**src/rtl/assert_macros.svh**
```systemverilog
// ----------------------------------------------------------------------------
// Assertion macros
// Concurrent assertion helpers used by the engine RTL; empty for synthesis.
// ----------------------------------------------------------------------------
`ifndef ASSERT_MACROS_SVH
`define ASSERT_MACROS_SVH
`ifndef SYNTHESIS
`define ASSERT_IMPLY(lbl, clk, rst_n, a, b) \
    lbl: assert property (@(posedge clk) disable iff (!rst_n) (a) |-> (b)) \
        else $error("implication check failed");
`define ASSERT_NEXT(lbl, clk, rst_n, a, b) \
    lbl: assert property (@(posedge clk) disable iff (!rst_n) (a) |=> (b)) \
        else $error("next-cycle check failed");
`else
`define ASSERT_IMPLY(lbl, clk, rst_n, a, b)
`define ASSERT_NEXT(lbl, clk, rst_n, a, b)
`endif
`endif

```
**src/rtl/i2cm_pkg.sv**
```systemverilog
// ----------------------------------------------------------------------------
// I2C master byte engine package
// Shared types and constants for the command front end, queue and engine.
// ----------------------------------------------------------------------------
`default_nettype none

package i2cm_pkg;

    localparam int HP_WIDTH       = 16;
    localparam int WAIT_CNT_WIDTH = HP_WIDTH + 1;
    localparam int RECOVERY_STOPS = 8;
    localparam int BITS_PER_BYTE  = 8;
    localparam int QUEUE_DEPTH    = 2;

    typedef enum logic [1:0] {
        CMD_TICK  = 2'd0,
        CMD_START = 2'd1,
        CMD_XFER  = 2'd2,
        CMD_STOP  = 2'd3
    } cmd_t;

    typedef enum logic [4:0] {
        PH_IDLE     = 5'd0,
        PH_ST_CHK   = 5'd1,
        PH_ST_SCLH  = 5'd2,
        PH_ST_SDAL  = 5'd3,
        PH_ST_SCLL  = 5'd4,
        PH_TX_SETUP = 5'd5,
        PH_TX_HIGH  = 5'd6,
        PH_TX_LOW   = 5'd7,
        PH_AK_REL   = 5'd8,
        PH_AK_SCLH  = 5'd9,
        PH_AK_SAMP  = 5'd10,
        PH_AK_LOW   = 5'd11,
        PH_RX_LOW   = 5'd12,
        PH_RX_HIGH  = 5'd13,
        PH_RX_TAIL  = 5'd14,
        PH_RK_SET   = 5'd15,
        PH_RK_HIGH  = 5'd16,
        PH_RK_TAIL  = 5'd17,
        PH_SP_SCLL  = 5'd18,
        PH_SP_SDAL  = 5'd19,
        PH_SP_SCLH  = 5'd20,
        PH_SP_FREE  = 5'd21
    } phase_t;

    typedef struct packed {
        cmd_t       cmd;
        logic [7:0] data;
        logic       last;
        logic       sda;
    } item_t;

endpackage

`default_nettype wire

```
**src/rtl/i2cm_front.sv**
```systemverilog
// ----------------------------------------------------------------------------
// I2C master command front end
// Accepts stream items, decodes the request kind and pushes them to the queue.
// ----------------------------------------------------------------------------
`default_nettype none

module i2cm_front
    import i2cm_pkg::*;
(
    input  wire logic        s_axis_tvalid,
    output logic             s_axis_tready,
    input  wire logic [15:0] s_axis_tdata,
    input  wire logic [1:0]  s_axis_tuser,
    input  wire logic        s_axis_tlast,
    input  wire logic        queue_full,
    output logic             push,
    output item_t            push_item
);

    cmd_t cmd;

    assign cmd            = cmd_t'(s_axis_tuser);
    assign s_axis_tready  = !queue_full;
    assign push           = s_axis_tvalid && !queue_full;
    assign push_item.cmd  = cmd;
    assign push_item.data = s_axis_tdata[7:0];
    assign push_item.last = s_axis_tlast;
    assign push_item.sda  = s_axis_tdata[8];

endmodule

`default_nettype wire

```
**src/rtl/i2cm_queue.sv**
```systemverilog
// ----------------------------------------------------------------------------
// I2C master command queue
// Short first-in first-out buffer between the front end and the engine.
// ----------------------------------------------------------------------------
`default_nettype none

module i2cm_queue
    import i2cm_pkg::*;
(
    input  wire logic  clk,
    input  wire logic  rst_n,
    input  wire logic  push,
    input  wire item_t push_item,
    input  wire logic  pop,
    output logic       full,
    output logic       not_empty,
    output item_t      head
);

    localparam int PTR_W = $clog2(QUEUE_DEPTH);
    localparam int CNT_W = $clog2(QUEUE_DEPTH + 1);

    item_t             mem_reg [QUEUE_DEPTH];
    logic [PTR_W-1:0]  wr_ptr_reg;
    logic [PTR_W-1:0]  wr_ptr_next;
    logic [PTR_W-1:0]  rd_ptr_reg;
    logic [PTR_W-1:0]  rd_ptr_next;
    logic [CNT_W-1:0]  count_reg;
    logic [CNT_W-1:0]  count_next;

    assign full      = (count_reg == CNT_W'(QUEUE_DEPTH));
    assign not_empty = (count_reg != '0);
    assign head      = mem_reg[rd_ptr_reg];

    always_comb
    begin
        wr_ptr_next = wr_ptr_reg;
        rd_ptr_next = rd_ptr_reg;
        count_next  = count_reg;
        if (push)
        begin
            wr_ptr_next = (wr_ptr_reg == PTR_W'(QUEUE_DEPTH - 1)) ? '0 : wr_ptr_reg + 1'b1;
        end
        if (pop)
        begin
            rd_ptr_next = (rd_ptr_reg == PTR_W'(QUEUE_DEPTH - 1)) ? '0 : rd_ptr_reg + 1'b1;
        end
        if (push && !pop)
        begin
            count_next = count_reg + 1'b1;
        end
        else if (pop && !push)
        begin
            count_next = count_reg - 1'b1;
        end
    end

    always_ff @(posedge clk or negedge rst_n)
    begin
        if (!rst_n)
        begin
            wr_ptr_reg <= '0;
            rd_ptr_reg <= '0;
            count_reg  <= '0;
        end
        else
        begin
            wr_ptr_reg <= wr_ptr_next;
            rd_ptr_reg <= rd_ptr_next;
            count_reg  <= count_next;
        end
    end

    always_ff @(posedge clk)
    begin
        if (push)
        begin
            mem_reg[wr_ptr_reg] <= push_item;
        end
    end

endmodule

`default_nettype wire

```
**src/rtl/i2cm_engine.sv**
```systemverilog
// ----------------------------------------------------------------------------
// I2C master bit engine
// Runs one tick per queued item, sequences SCL and SDA and registers results.
// ----------------------------------------------------------------------------
`default_nettype none
`include "assert_macros.svh"

module i2cm_engine
    import i2cm_pkg::*;
(
    input  wire logic                clk,
    input  wire logic                rst_n,
    input  wire logic [HP_WIDTH-1:0] half_period,
    input  wire logic                not_empty,
    input  wire item_t               head,
    output logic                     pop,
    output logic                     m_axis_tvalid,
    input  wire logic                m_axis_tready,
    output logic [15:0]              m_axis_tdata,
    output logic                     m_axis_tuser
);

    phase_t                    phase_reg;
    phase_t                    phase_next;
    logic [WAIT_CNT_WIDTH-1:0] wait_reg;
    logic [WAIT_CNT_WIDTH-1:0] wait_next;
    logic [3:0]                bit_count_reg;
    logic [3:0]                bit_count_next;
    logic [7:0]                shift_reg;
    logic [7:0]                shift_next;
    logic                      nack_reg;
    logic                      nack_next;
    logic                      read_mode_reg;
    logic                      read_mode_next;
    logic [3:0]                recovery_reg;
    logic [3:0]                recovery_next;
    logic                      stop_pend_reg;
    logic                      stop_pend_next;
    logic                      scl_reg;
    logic                      scl_next;
    logic                      sda_reg;
    logic                      sda_next;
    logic                      out_valid_reg;
    logic                      out_valid_next;
    logic [15:0]               out_data_reg;
    logic                      out_user_reg;

    logic [HP_WIDTH-1:0]       hp_eff;
    logic [WAIT_CNT_WIDTH-1:0] unit1;
    logic [WAIT_CNT_WIDTH-1:0] unit2;
    logic [3:0]                bc_inc;
    logic [3:0]                rc_dec;
    logic                      rd_valid;
    logic                      rejected;
    logic [15:0]               res_data;

    assign hp_eff = (half_period == '0) ? HP_WIDTH'(1) : half_period;
    assign unit1  = {1'b0, hp_eff};
    assign unit2  = {hp_eff, 1'b0};
    assign bc_inc = bit_count_reg + 4'd1;
    assign rc_dec = recovery_reg - 4'd1;
    assign pop    = not_empty && (!out_valid_reg || m_axis_tready);

    always_comb
    begin
        phase_next     = phase_reg;
        wait_next      = wait_reg;
        bit_count_next = bit_count_reg;
        shift_next     = shift_reg;
        nack_next      = nack_reg;
        read_mode_next = read_mode_reg;
        recovery_next  = recovery_reg;
        stop_pend_next = stop_pend_reg;
        scl_next       = scl_reg;
        sda_next       = sda_reg;
        rd_valid       = 1'b0;
        rejected       = 1'b0;
        if (pop)
        begin
            if (phase_reg != PH_IDLE)
            begin
                rejected = (head.cmd != CMD_TICK);
                if (wait_reg > WAIT_CNT_WIDTH'(1))
                begin
                    wait_next = wait_reg - 1'b1;
                end
                else
                begin
                    wait_next = '0;
                    unique case (phase_reg) inside
                        PH_ST_CHK:
                        begin
                            if (!head.sda)
                            begin
                                recovery_next = 4'(RECOVERY_STOPS);
                                scl_next      = 1'b0;
                                phase_next    = PH_SP_SCLL;
                                wait_next     = unit1;
                            end
                            else
                            begin
                                scl_next   = 1'b1;
                                phase_next = PH_ST_SCLH;
                                wait_next  = unit1;
                            end
                        end
                        PH_ST_SCLH:
                        begin
                            sda_next   = 1'b0;
                            phase_next = PH_ST_SDAL;
                            wait_next  = unit1;
                        end
                        PH_ST_SDAL:
                        begin
                            scl_next   = 1'b0;
                            phase_next = PH_ST_SCLL;
                            wait_next  = unit1;
                        end
                        PH_ST_SCLL:
                        begin
                            bit_count_next = '0;
                            sda_next       = shift_reg[7];
                            phase_next     = PH_TX_SETUP;
                            wait_next      = unit1;
                        end
                        PH_TX_SETUP:
                        begin
                            scl_next   = 1'b1;
                            phase_next = PH_TX_HIGH;
                            wait_next  = unit1;
                        end
                        PH_TX_HIGH:
                        begin
                            shift_next = {shift_reg[6:0], 1'b0};
                            scl_next   = 1'b0;
                            phase_next = PH_TX_LOW;
                            wait_next  = unit1;
                        end
                        PH_TX_LOW:
                        begin
                            bit_count_next = bc_inc;
                            if (bc_inc < 4'(BITS_PER_BYTE))
                            begin
                                sda_next   = shift_reg[7];
                                phase_next = PH_TX_SETUP;
                            end
                            else
                            begin
                                sda_next   = 1'b1;
                                phase_next = PH_AK_REL;
                            end
                            wait_next = unit1;
                        end
                        PH_AK_REL:
                        begin
                            scl_next   = 1'b1;
                            phase_next = PH_AK_SCLH;
                            wait_next  = unit1;
                        end
                        PH_AK_SCLH:
                        begin
                            phase_next = PH_AK_SAMP;
                            wait_next  = unit2;
                        end
                        PH_AK_SAMP:
                        begin
                            nack_next  = nack_reg | head.sda;
                            scl_next   = 1'b0;
                            phase_next = PH_AK_LOW;
                            wait_next  = unit1;
                        end
                        PH_AK_LOW, PH_RK_TAIL:
                        begin
                            rd_valid = (phase_reg == PH_RK_TAIL);
                            if (stop_pend_reg)
                            begin
                                stop_pend_next = 1'b0;
                                scl_next       = 1'b0;
                                phase_next     = PH_SP_SCLL;
                                wait_next      = unit1;
                            end
                            else
                            begin
                                phase_next = PH_IDLE;
                            end
                        end
                        PH_RX_LOW:
                        begin
                            scl_next   = 1'b1;
                            phase_next = PH_RX_HIGH;
                            wait_next  = unit2;
                        end
                        PH_RX_HIGH:
                        begin
                            shift_next = {shift_reg[6:0], head.sda};
                            scl_next   = 1'b0;
                            phase_next = PH_RX_TAIL;
                            wait_next  = unit1;
                        end
                        PH_RX_TAIL:
                        begin
                            bit_count_next = bc_inc;
                            if (bc_inc < 4'(BITS_PER_BYTE))
                            begin
                                phase_next = PH_RX_LOW;
                            end
                            else
                            begin
                                sda_next   = stop_pend_reg;
                                phase_next = PH_RK_SET;
                            end
                            wait_next = unit1;
                        end
                        PH_RK_SET:
                        begin
                            scl_next   = 1'b1;
                            phase_next = PH_RK_HIGH;
                            wait_next  = unit1;
                        end
                        PH_RK_HIGH:
                        begin
                            scl_next   = 1'b0;
                            phase_next = PH_RK_TAIL;
                            wait_next  = unit1;
                        end
                        PH_SP_SCLL:
                        begin
                            sda_next   = 1'b0;
                            phase_next = PH_SP_SDAL;
                            wait_next  = unit1;
                        end
                        PH_SP_SDAL:
                        begin
                            scl_next   = 1'b1;
                            phase_next = PH_SP_SCLH;
                            wait_next  = unit1;
                        end
                        PH_SP_SCLH:
                        begin
                            sda_next   = 1'b1;
                            phase_next = PH_SP_FREE;
                            wait_next  = unit1;
                        end
                        PH_SP_FREE:
                        begin
                            if (recovery_reg != '0)
                            begin
                                recovery_next = rc_dec;
                                if (rc_dec != '0)
                                begin
                                    scl_next   = 1'b0;
                                    phase_next = PH_SP_SCLL;
                                end
                                else
                                begin
                                    scl_next   = 1'b1;
                                    phase_next = PH_ST_SCLH;
                                end
                                wait_next = unit1;
                            end
                            else
                            begin
                                phase_next = PH_IDLE;
                            end
                        end
                        default:
                        begin
                            phase_next = PH_IDLE;
                        end
                    endcase
                end
            end
            else
            begin
                case (head.cmd)
                    CMD_START:
                    begin
                        nack_next      = 1'b0;
                        stop_pend_next = 1'b0;
                        recovery_next  = '0;
                        read_mode_next = head.data[0];
                        shift_next     = head.data;
                        sda_next       = 1'b1;
                        phase_next     = PH_ST_CHK;
                        wait_next      = unit1;
                    end
                    CMD_XFER:
                    begin
                        if (read_mode_reg)
                        begin
                            stop_pend_next = head.last | nack_reg;
                            shift_next     = '0;
                            bit_count_next = '0;
                            sda_next       = 1'b1;
                            phase_next     = PH_RX_LOW;
                            wait_next      = unit1;
                        end
                        else if (nack_reg)
                        begin
                            if (head.last)
                            begin
                                scl_next   = 1'b0;
                                phase_next = PH_SP_SCLL;
                                wait_next  = unit1;
                            end
                        end
                        else
                        begin
                            stop_pend_next = head.last;
                            shift_next     = head.data;
                            bit_count_next = '0;
                            sda_next       = head.data[7];
                            phase_next     = PH_TX_SETUP;
                            wait_next      = unit1;
                        end
                    end
                    CMD_STOP:
                    begin
                        stop_pend_next = 1'b0;
                        recovery_next  = '0;
                        scl_next       = 1'b0;
                        phase_next     = PH_SP_SCLL;
                        wait_next      = unit1;
                    end
                    default:
                    begin
                    end
                endcase
            end
        end
    end

    always_comb
    begin
        res_data        = '0;
        res_data[0]     = scl_next;
        res_data[1]     = sda_next;
        res_data[2]     = (phase_next == PH_IDLE);
        res_data[3]     = nack_next;
        res_data[11:4]  = rd_valid ? shift_next : 8'd0;
        res_data[12]    = rejected;
        out_valid_next  = out_valid_reg;
        if (pop)
        begin
            out_valid_next = 1'b1;
        end
        else if (m_axis_tready)
        begin
            out_valid_next = 1'b0;
        end
    end

    always_ff @(posedge clk or negedge rst_n)
    begin
        if (!rst_n)
        begin
            phase_reg     <= PH_IDLE;
            wait_reg      <= '0;
            bit_count_reg <= '0;
            shift_reg     <= '0;
            nack_reg      <= 1'b0;
            read_mode_reg <= 1'b0;
            recovery_reg  <= '0;
            stop_pend_reg <= 1'b0;
            scl_reg       <= 1'b1;
            sda_reg       <= 1'b1;
            out_valid_reg <= 1'b0;
        end
        else
        begin
            phase_reg     <= phase_next;
            wait_reg      <= wait_next;
            bit_count_reg <= bit_count_next;
            shift_reg     <= shift_next;
            nack_reg      <= nack_next;
            read_mode_reg <= read_mode_next;
            recovery_reg  <= recovery_next;
            stop_pend_reg <= stop_pend_next;
            scl_reg       <= scl_next;
            sda_reg       <= sda_next;
            out_valid_reg <= out_valid_next;
        end
    end

    always_ff @(posedge clk)
    begin
        if (pop)
        begin
            out_data_reg <= res_data;
            out_user_reg <= rd_valid;
        end
    end

    assign m_axis_tvalid = out_valid_reg;
    assign m_axis_tdata  = out_data_reg;
    assign m_axis_tuser  = out_user_reg;

    `ASSERT_IMPLY(a_busy_has_wait, clk, rst_n, phase_reg != PH_IDLE, wait_reg != '0)
    `ASSERT_IMPLY(a_idle_no_wait, clk, rst_n, phase_reg == PH_IDLE, wait_reg == '0)
    `ASSERT_IMPLY(a_read_byte_mode, clk, rst_n, pop && rd_valid, read_mode_reg)
    `ASSERT_IMPLY(a_bit_count_range, clk, rst_n, 1'b1, bit_count_reg <= 4'(BITS_PER_BYTE))
    `ASSERT_IMPLY(a_recovery_range, clk, rst_n, 1'b1, recovery_reg <= 4'(RECOVERY_STOPS))

endmodule

`default_nettype wire

```
**src/rtl/i2c_master_byte_engine.sv**
```systemverilog
// ----------------------------------------------------------------------------
// I2C master byte engine
// Byte-level I2C master stepped by one stream item per tick.
// ----------------------------------------------------------------------------
// Each item on the s_axis channel is one engine tick. It carries a request
// kind in tuser (tick only, start with address, transfer byte, stop), the
// address or write byte and the sampled SDA level in tdata, and the
// last-byte mark in tlast. Every item yields exactly one result item on the
// m_axis channel with the driven SCL and SDA levels and the engine status.
// The half_period register sets the ticks per wait unit; it is written on
// the cfg channel, and the user must write it only while no item is
// outstanding: the block itself does not enforce this. An accepted item
// passes through the queue into the result register. The engine sustains
// one item per cycle while results are taken: the front end decodes into a
// two-entry queue and the engine pops one item per cycle into a result
// register whenever it is free or being taken, so the input keeps flowing
// while a result waits, until the queue fills and s_axis_tready drops. On
// reset the engine is idle with both lines released and half_period at 1.
// ----------------------------------------------------------------------------
`default_nettype none

module i2c_master_byte_engine
    import i2cm_pkg::*;
(
    input  wire logic                clk,
    input  wire logic                rst_n,
    input  wire logic                s_axis_tvalid,
    output logic                     s_axis_tready,
    // [7:0] req_data, [8] sda_in
    input  wire logic [15:0]         s_axis_tdata,
    // [1:0] req_type
    input  wire logic [1:0]          s_axis_tuser,
    input  wire logic                s_axis_tlast,
    output logic                     m_axis_tvalid,
    input  wire logic                m_axis_tready,
    // [0] scl_out, [1] sda_out, [2] ready_res, [3] ack_fail,
    // [11:4] read_data, [12] cmd_rejected
    output logic [15:0]              m_axis_tdata,
    // [0] read_valid
    output logic                     m_axis_tuser,
    input  wire logic                cfg_valid,
    output logic                     cfg_ready,
    input  wire logic [HP_WIDTH-1:0] cfg_data
);

    logic [HP_WIDTH-1:0] half_period_reg;
    logic                push;
    item_t               push_item;
    logic                pop;
    logic                queue_full;
    logic                not_empty;
    item_t               head;

    assign cfg_ready = 1'b1;

    always_ff @(posedge clk or negedge rst_n)
    begin
        if (!rst_n)
        begin
            half_period_reg <= HP_WIDTH'(1);
        end
        else if (cfg_valid)
        begin
            half_period_reg <= cfg_data;
        end
    end

    i2cm_front u_front
    (
        .s_axis_tvalid (s_axis_tvalid),
        .s_axis_tready (s_axis_tready),
        .s_axis_tdata  (s_axis_tdata),
        .s_axis_tuser  (s_axis_tuser),
        .s_axis_tlast  (s_axis_tlast),
        .queue_full    (queue_full),
        .push          (push),
        .push_item     (push_item)
    );

    i2cm_queue u_queue
    (
        .clk       (clk),
        .rst_n     (rst_n),
        .push      (push),
        .push_item (push_item),
        .pop       (pop),
        .full      (queue_full),
        .not_empty (not_empty),
        .head      (head)
    );

    i2cm_engine u_engine
    (
        .clk           (clk),
        .rst_n         (rst_n),
        .half_period   (half_period_reg),
        .not_empty     (not_empty),
        .head          (head),
        .pop           (pop),
        .m_axis_tvalid (m_axis_tvalid),
        .m_axis_tready (m_axis_tready),
        .m_axis_tdata  (m_axis_tdata),
        .m_axis_tuser  (m_axis_tuser)
    );

endmodule

`default_nettype wire
```
**config.mk**
```make
export PLATFORM = sky130hd
export DESIGN_NAME = i2c_master_byte_engine
export DESIGN_NICKNAME = d
export VERILOG_FILES = /design/src/rtl/i2cm_pkg.sv /design/src/rtl/i2cm_front.sv /design/src/rtl/i2cm_queue.sv /design/src/rtl/i2cm_engine.sv /design/src/rtl/i2c_master_byte_engine.sv
export VERILOG_INCLUDE_DIRS = /design/src /design/src/rtl
export SDC_FILE = /design/constraint.sdc
export NUM_CORES = 1
export LEC_CHECK = 0
export BUFFER_PORTS_ARGS = -buffer_cell sky130_fd_sc_hd__buf_2
export CORE_MARGIN = 2
export CORE_UTILIZATION = 48
export DETAILED_ROUTE_END_ITERATION = 10
export GPL_TIMING_DRIVEN = 0
export PLACE_DENSITY = 0.78
export SYNTH_ARGS = -nofsm -noshare
export SYNTH_HDL_FRONTEND = slang
export SYNTH_HIERARCHICAL = 1
export SYNTH_SLANG_ARGS = --single-unit
```
**constraint.sdc**
```tcl
create_clock -name clk -period 4.2 [get_ports clk]
set_clock_uncertainty 0.1 [all_clocks]
set_input_delay 1.26 -clock clk [delete_from_list [all_inputs] [get_ports clk]]
set_output_delay 1.26 -clock clk [all_outputs]
set_load 0.005 [all_outputs]
```
==> results.ini <==
[logic_synthesis]
synthDistinctLibCells=76
ys_ff_latch=102
synth_edf_count=38
ys_async_sr_fraction_pct=62.7
yosysSeqAreaShare_pct=44.9
synth_area_mm2=0.00612
syn_avg_cell_area_um2=10.1
yosys_warnings=6
yosys-top-cells-area=dfrtp_1, edfxtp_1, mux2_4
yosys.area.top_type=dfrtp_1
synth_ff_type=dfrtp_1
netlist_instances=606
synth_top_area_share_pct=25.0

[finish]
layout_common_cells=dfrtp_1, nand2_1, o21ai_0
area_growth_pct=11.5
largest_reg_flops=24
antenna_cells=0
final_core_util_pct=54.5
drive_above_1_share_pct=19.0
final_common_cell=dfrtp_1
fin_nets=705
final_cells=831

[cts]
clk_latency_ns=0.35
cts.htree.levels=3
cts_hold_buffers=0
numCtsBuffers=9
postCtsSetupBuffers=0
clk_pin_slew_ns=0.07
cts_resized=0
cts-root-buf=clkbuf_16
cts_sinks=102
clk_path_buf_depth=2
cts_tree=built

[setup_path]
critPathLaunchType=flop
critical_path_class=reg2reg
endpoint_kind=flop
r2r_setup_slack_ns=0.60
worstPathRequired_ns=4.33
worstPathArrival_ns=3.72
cp_max_fo=10

[floorplan]
dieArea_mm2=0.0137
chipWidth_um=117
die_y_um=117
core_area_mm2=0.0125
initial_core_util_pct=48.9
rows=41
pin_count=60

[drt]
vias=5183
drtIter0Drc=576
routed_via_density=6.24
wl_per_cell_um=18.3
detail-route-antenna-nets=0
drc=0
wirelength_um=15200
dr.pass1.iters=6

[sta]
clock.fmax_mhz=278
hold_viol_final=0
rsz0062_at_grt=false
tightestPinTransition_ns=0.973
final.setup.worst_slack_ns=0.605
setup_viol=0
final_max_slew_viol_count=0
relSlewSlack_pct=35.0
finalCritPeriodShare_pct=85.6
period_needed_ns=3.60
tns_ns=0

[power_and_ir_drop]
p_per_area_mw_per_mm2=692
leakage_nw=2.76
ir_worst_vdd_uv=411
finalPower_mw=4.72

[global_route]
grt_antenna_before_repair=0
grt_first_pass_wirelength_um=24700
grt_pass1_vias=4966
globalRouteOverflowTotal=0
grt_max_degree=65
groute.usage.overall_pct=23.1

[place]
pre_cts_slack_ns=0.0904
place_congestion=0.972
portBuffers=35
dp.final_hpwl_um=10700
dp.cells=815

[run]
drv_cap=0

[hold_path]
hold_path_class=reg2reg

[outcome]
status=finished clean

==> path summary, 6_finish.rpt <==
path	to	depth (start not counted)	startpoint
setup / recovery	u_engine/wait_reg[15]	9	u_queue/rd_ptr_reg
hold / removal	u_queue/wr_ptr_reg	1	u_queue/wr_ptr_reg
setup reg to reg	u_engine/wait_reg[15]	9	u_queue/rd_ptr_reg
hold reg to reg	u_queue/wr_ptr_reg	1	u_queue/wr_ptr_reg
max in group asynchronous	u_engine/wait_reg[9]	1	rst_n
min in group asynchronous	u_engine/bit_count_reg[1]	1	rst_n
==> critical path, stage by stage, from the launching register on <==
cell      delay, ns
dfrtp_1        0.43
buf_6          0.21
mux2_4         0.33
ha_1           0.18
clkbuf_1       0.19
or3_1          0.42
a21boi_0       0.16
o21ai_1        0.71
a21oi_1        0.32
a221o_1        0.43
==> synth_stat cells (15+ instances only) <==
| cell | n |
|---|---|
| nand2_1 | 43 |
| mux2_4 | 19 |
| dfrtp_1 | 61 |
| nand2b_1 | 15 |
| a21oi_1 | 38 |
| nand3_1 | 17 |
| o21ai_0 | 39 |
| buf_4 | 17 |
| edfxtp_1 | 38 |
| clkbuf_1 | 25 |
| nor2_1 | 29 |
| inv_1 | 19 |
==> where the power goes <==
group	leakage, nW	internal (mW)	switching [mW]
Sequential	1.13	1.38	0.254
Clock	0.144	0.422	0.410
Combinational	1.48	0.880	1.37
Total	2.76	2.68	2.03
==> routing by layer <==
| layer | vias to the layer above | part of all wire (%) | GRT usage [%] |
|---|---|---|---|
| li1 | 2343 | - | - |
| met1 | 2466 | 42 | 31.5 |
| met2 | 321 | 46 | 36.8 |
| met3 | 53 | 8.7 | 3.19 |
| met4 | 0 | 3.6 | 10.9 |
| met5 | - | 0 | 0 |
==> layout make-up <==
cell class	count	area (µm²)
multi-input combinational	434	3000
clock inverter	7	75.1
sequential	102	2750
buffer	52	302
timing repair buffer	35	178
clock buffer	9	225
fill	1113	5700
tap	172	215
inverter	20	75.1
==> cells by family (layout without fill, tap and decap cells) <==
group	after synthesis	in the layout	synth area share, %
other cells	2	4	0.123
flops	102	102	44.9
simple gates	194	194	17.4
buf+inv	72	123	6.14
xor+xnor	16	16	2.29
mux	33	33	7.20
compound gates	176	176	19.7
fa+ha+maj	11	11	2.25
==> metrics by stage <==
stage	cell area [µm²]	hold WS, ns
after floorplan	6120	0.347
after global placement	6510	0.362
after detailed placement	6520	0.379
after CTS	6820	0.393
after global routing	6820	0.427
final	6820	0.396
Power figures use the tool's default switching activity.
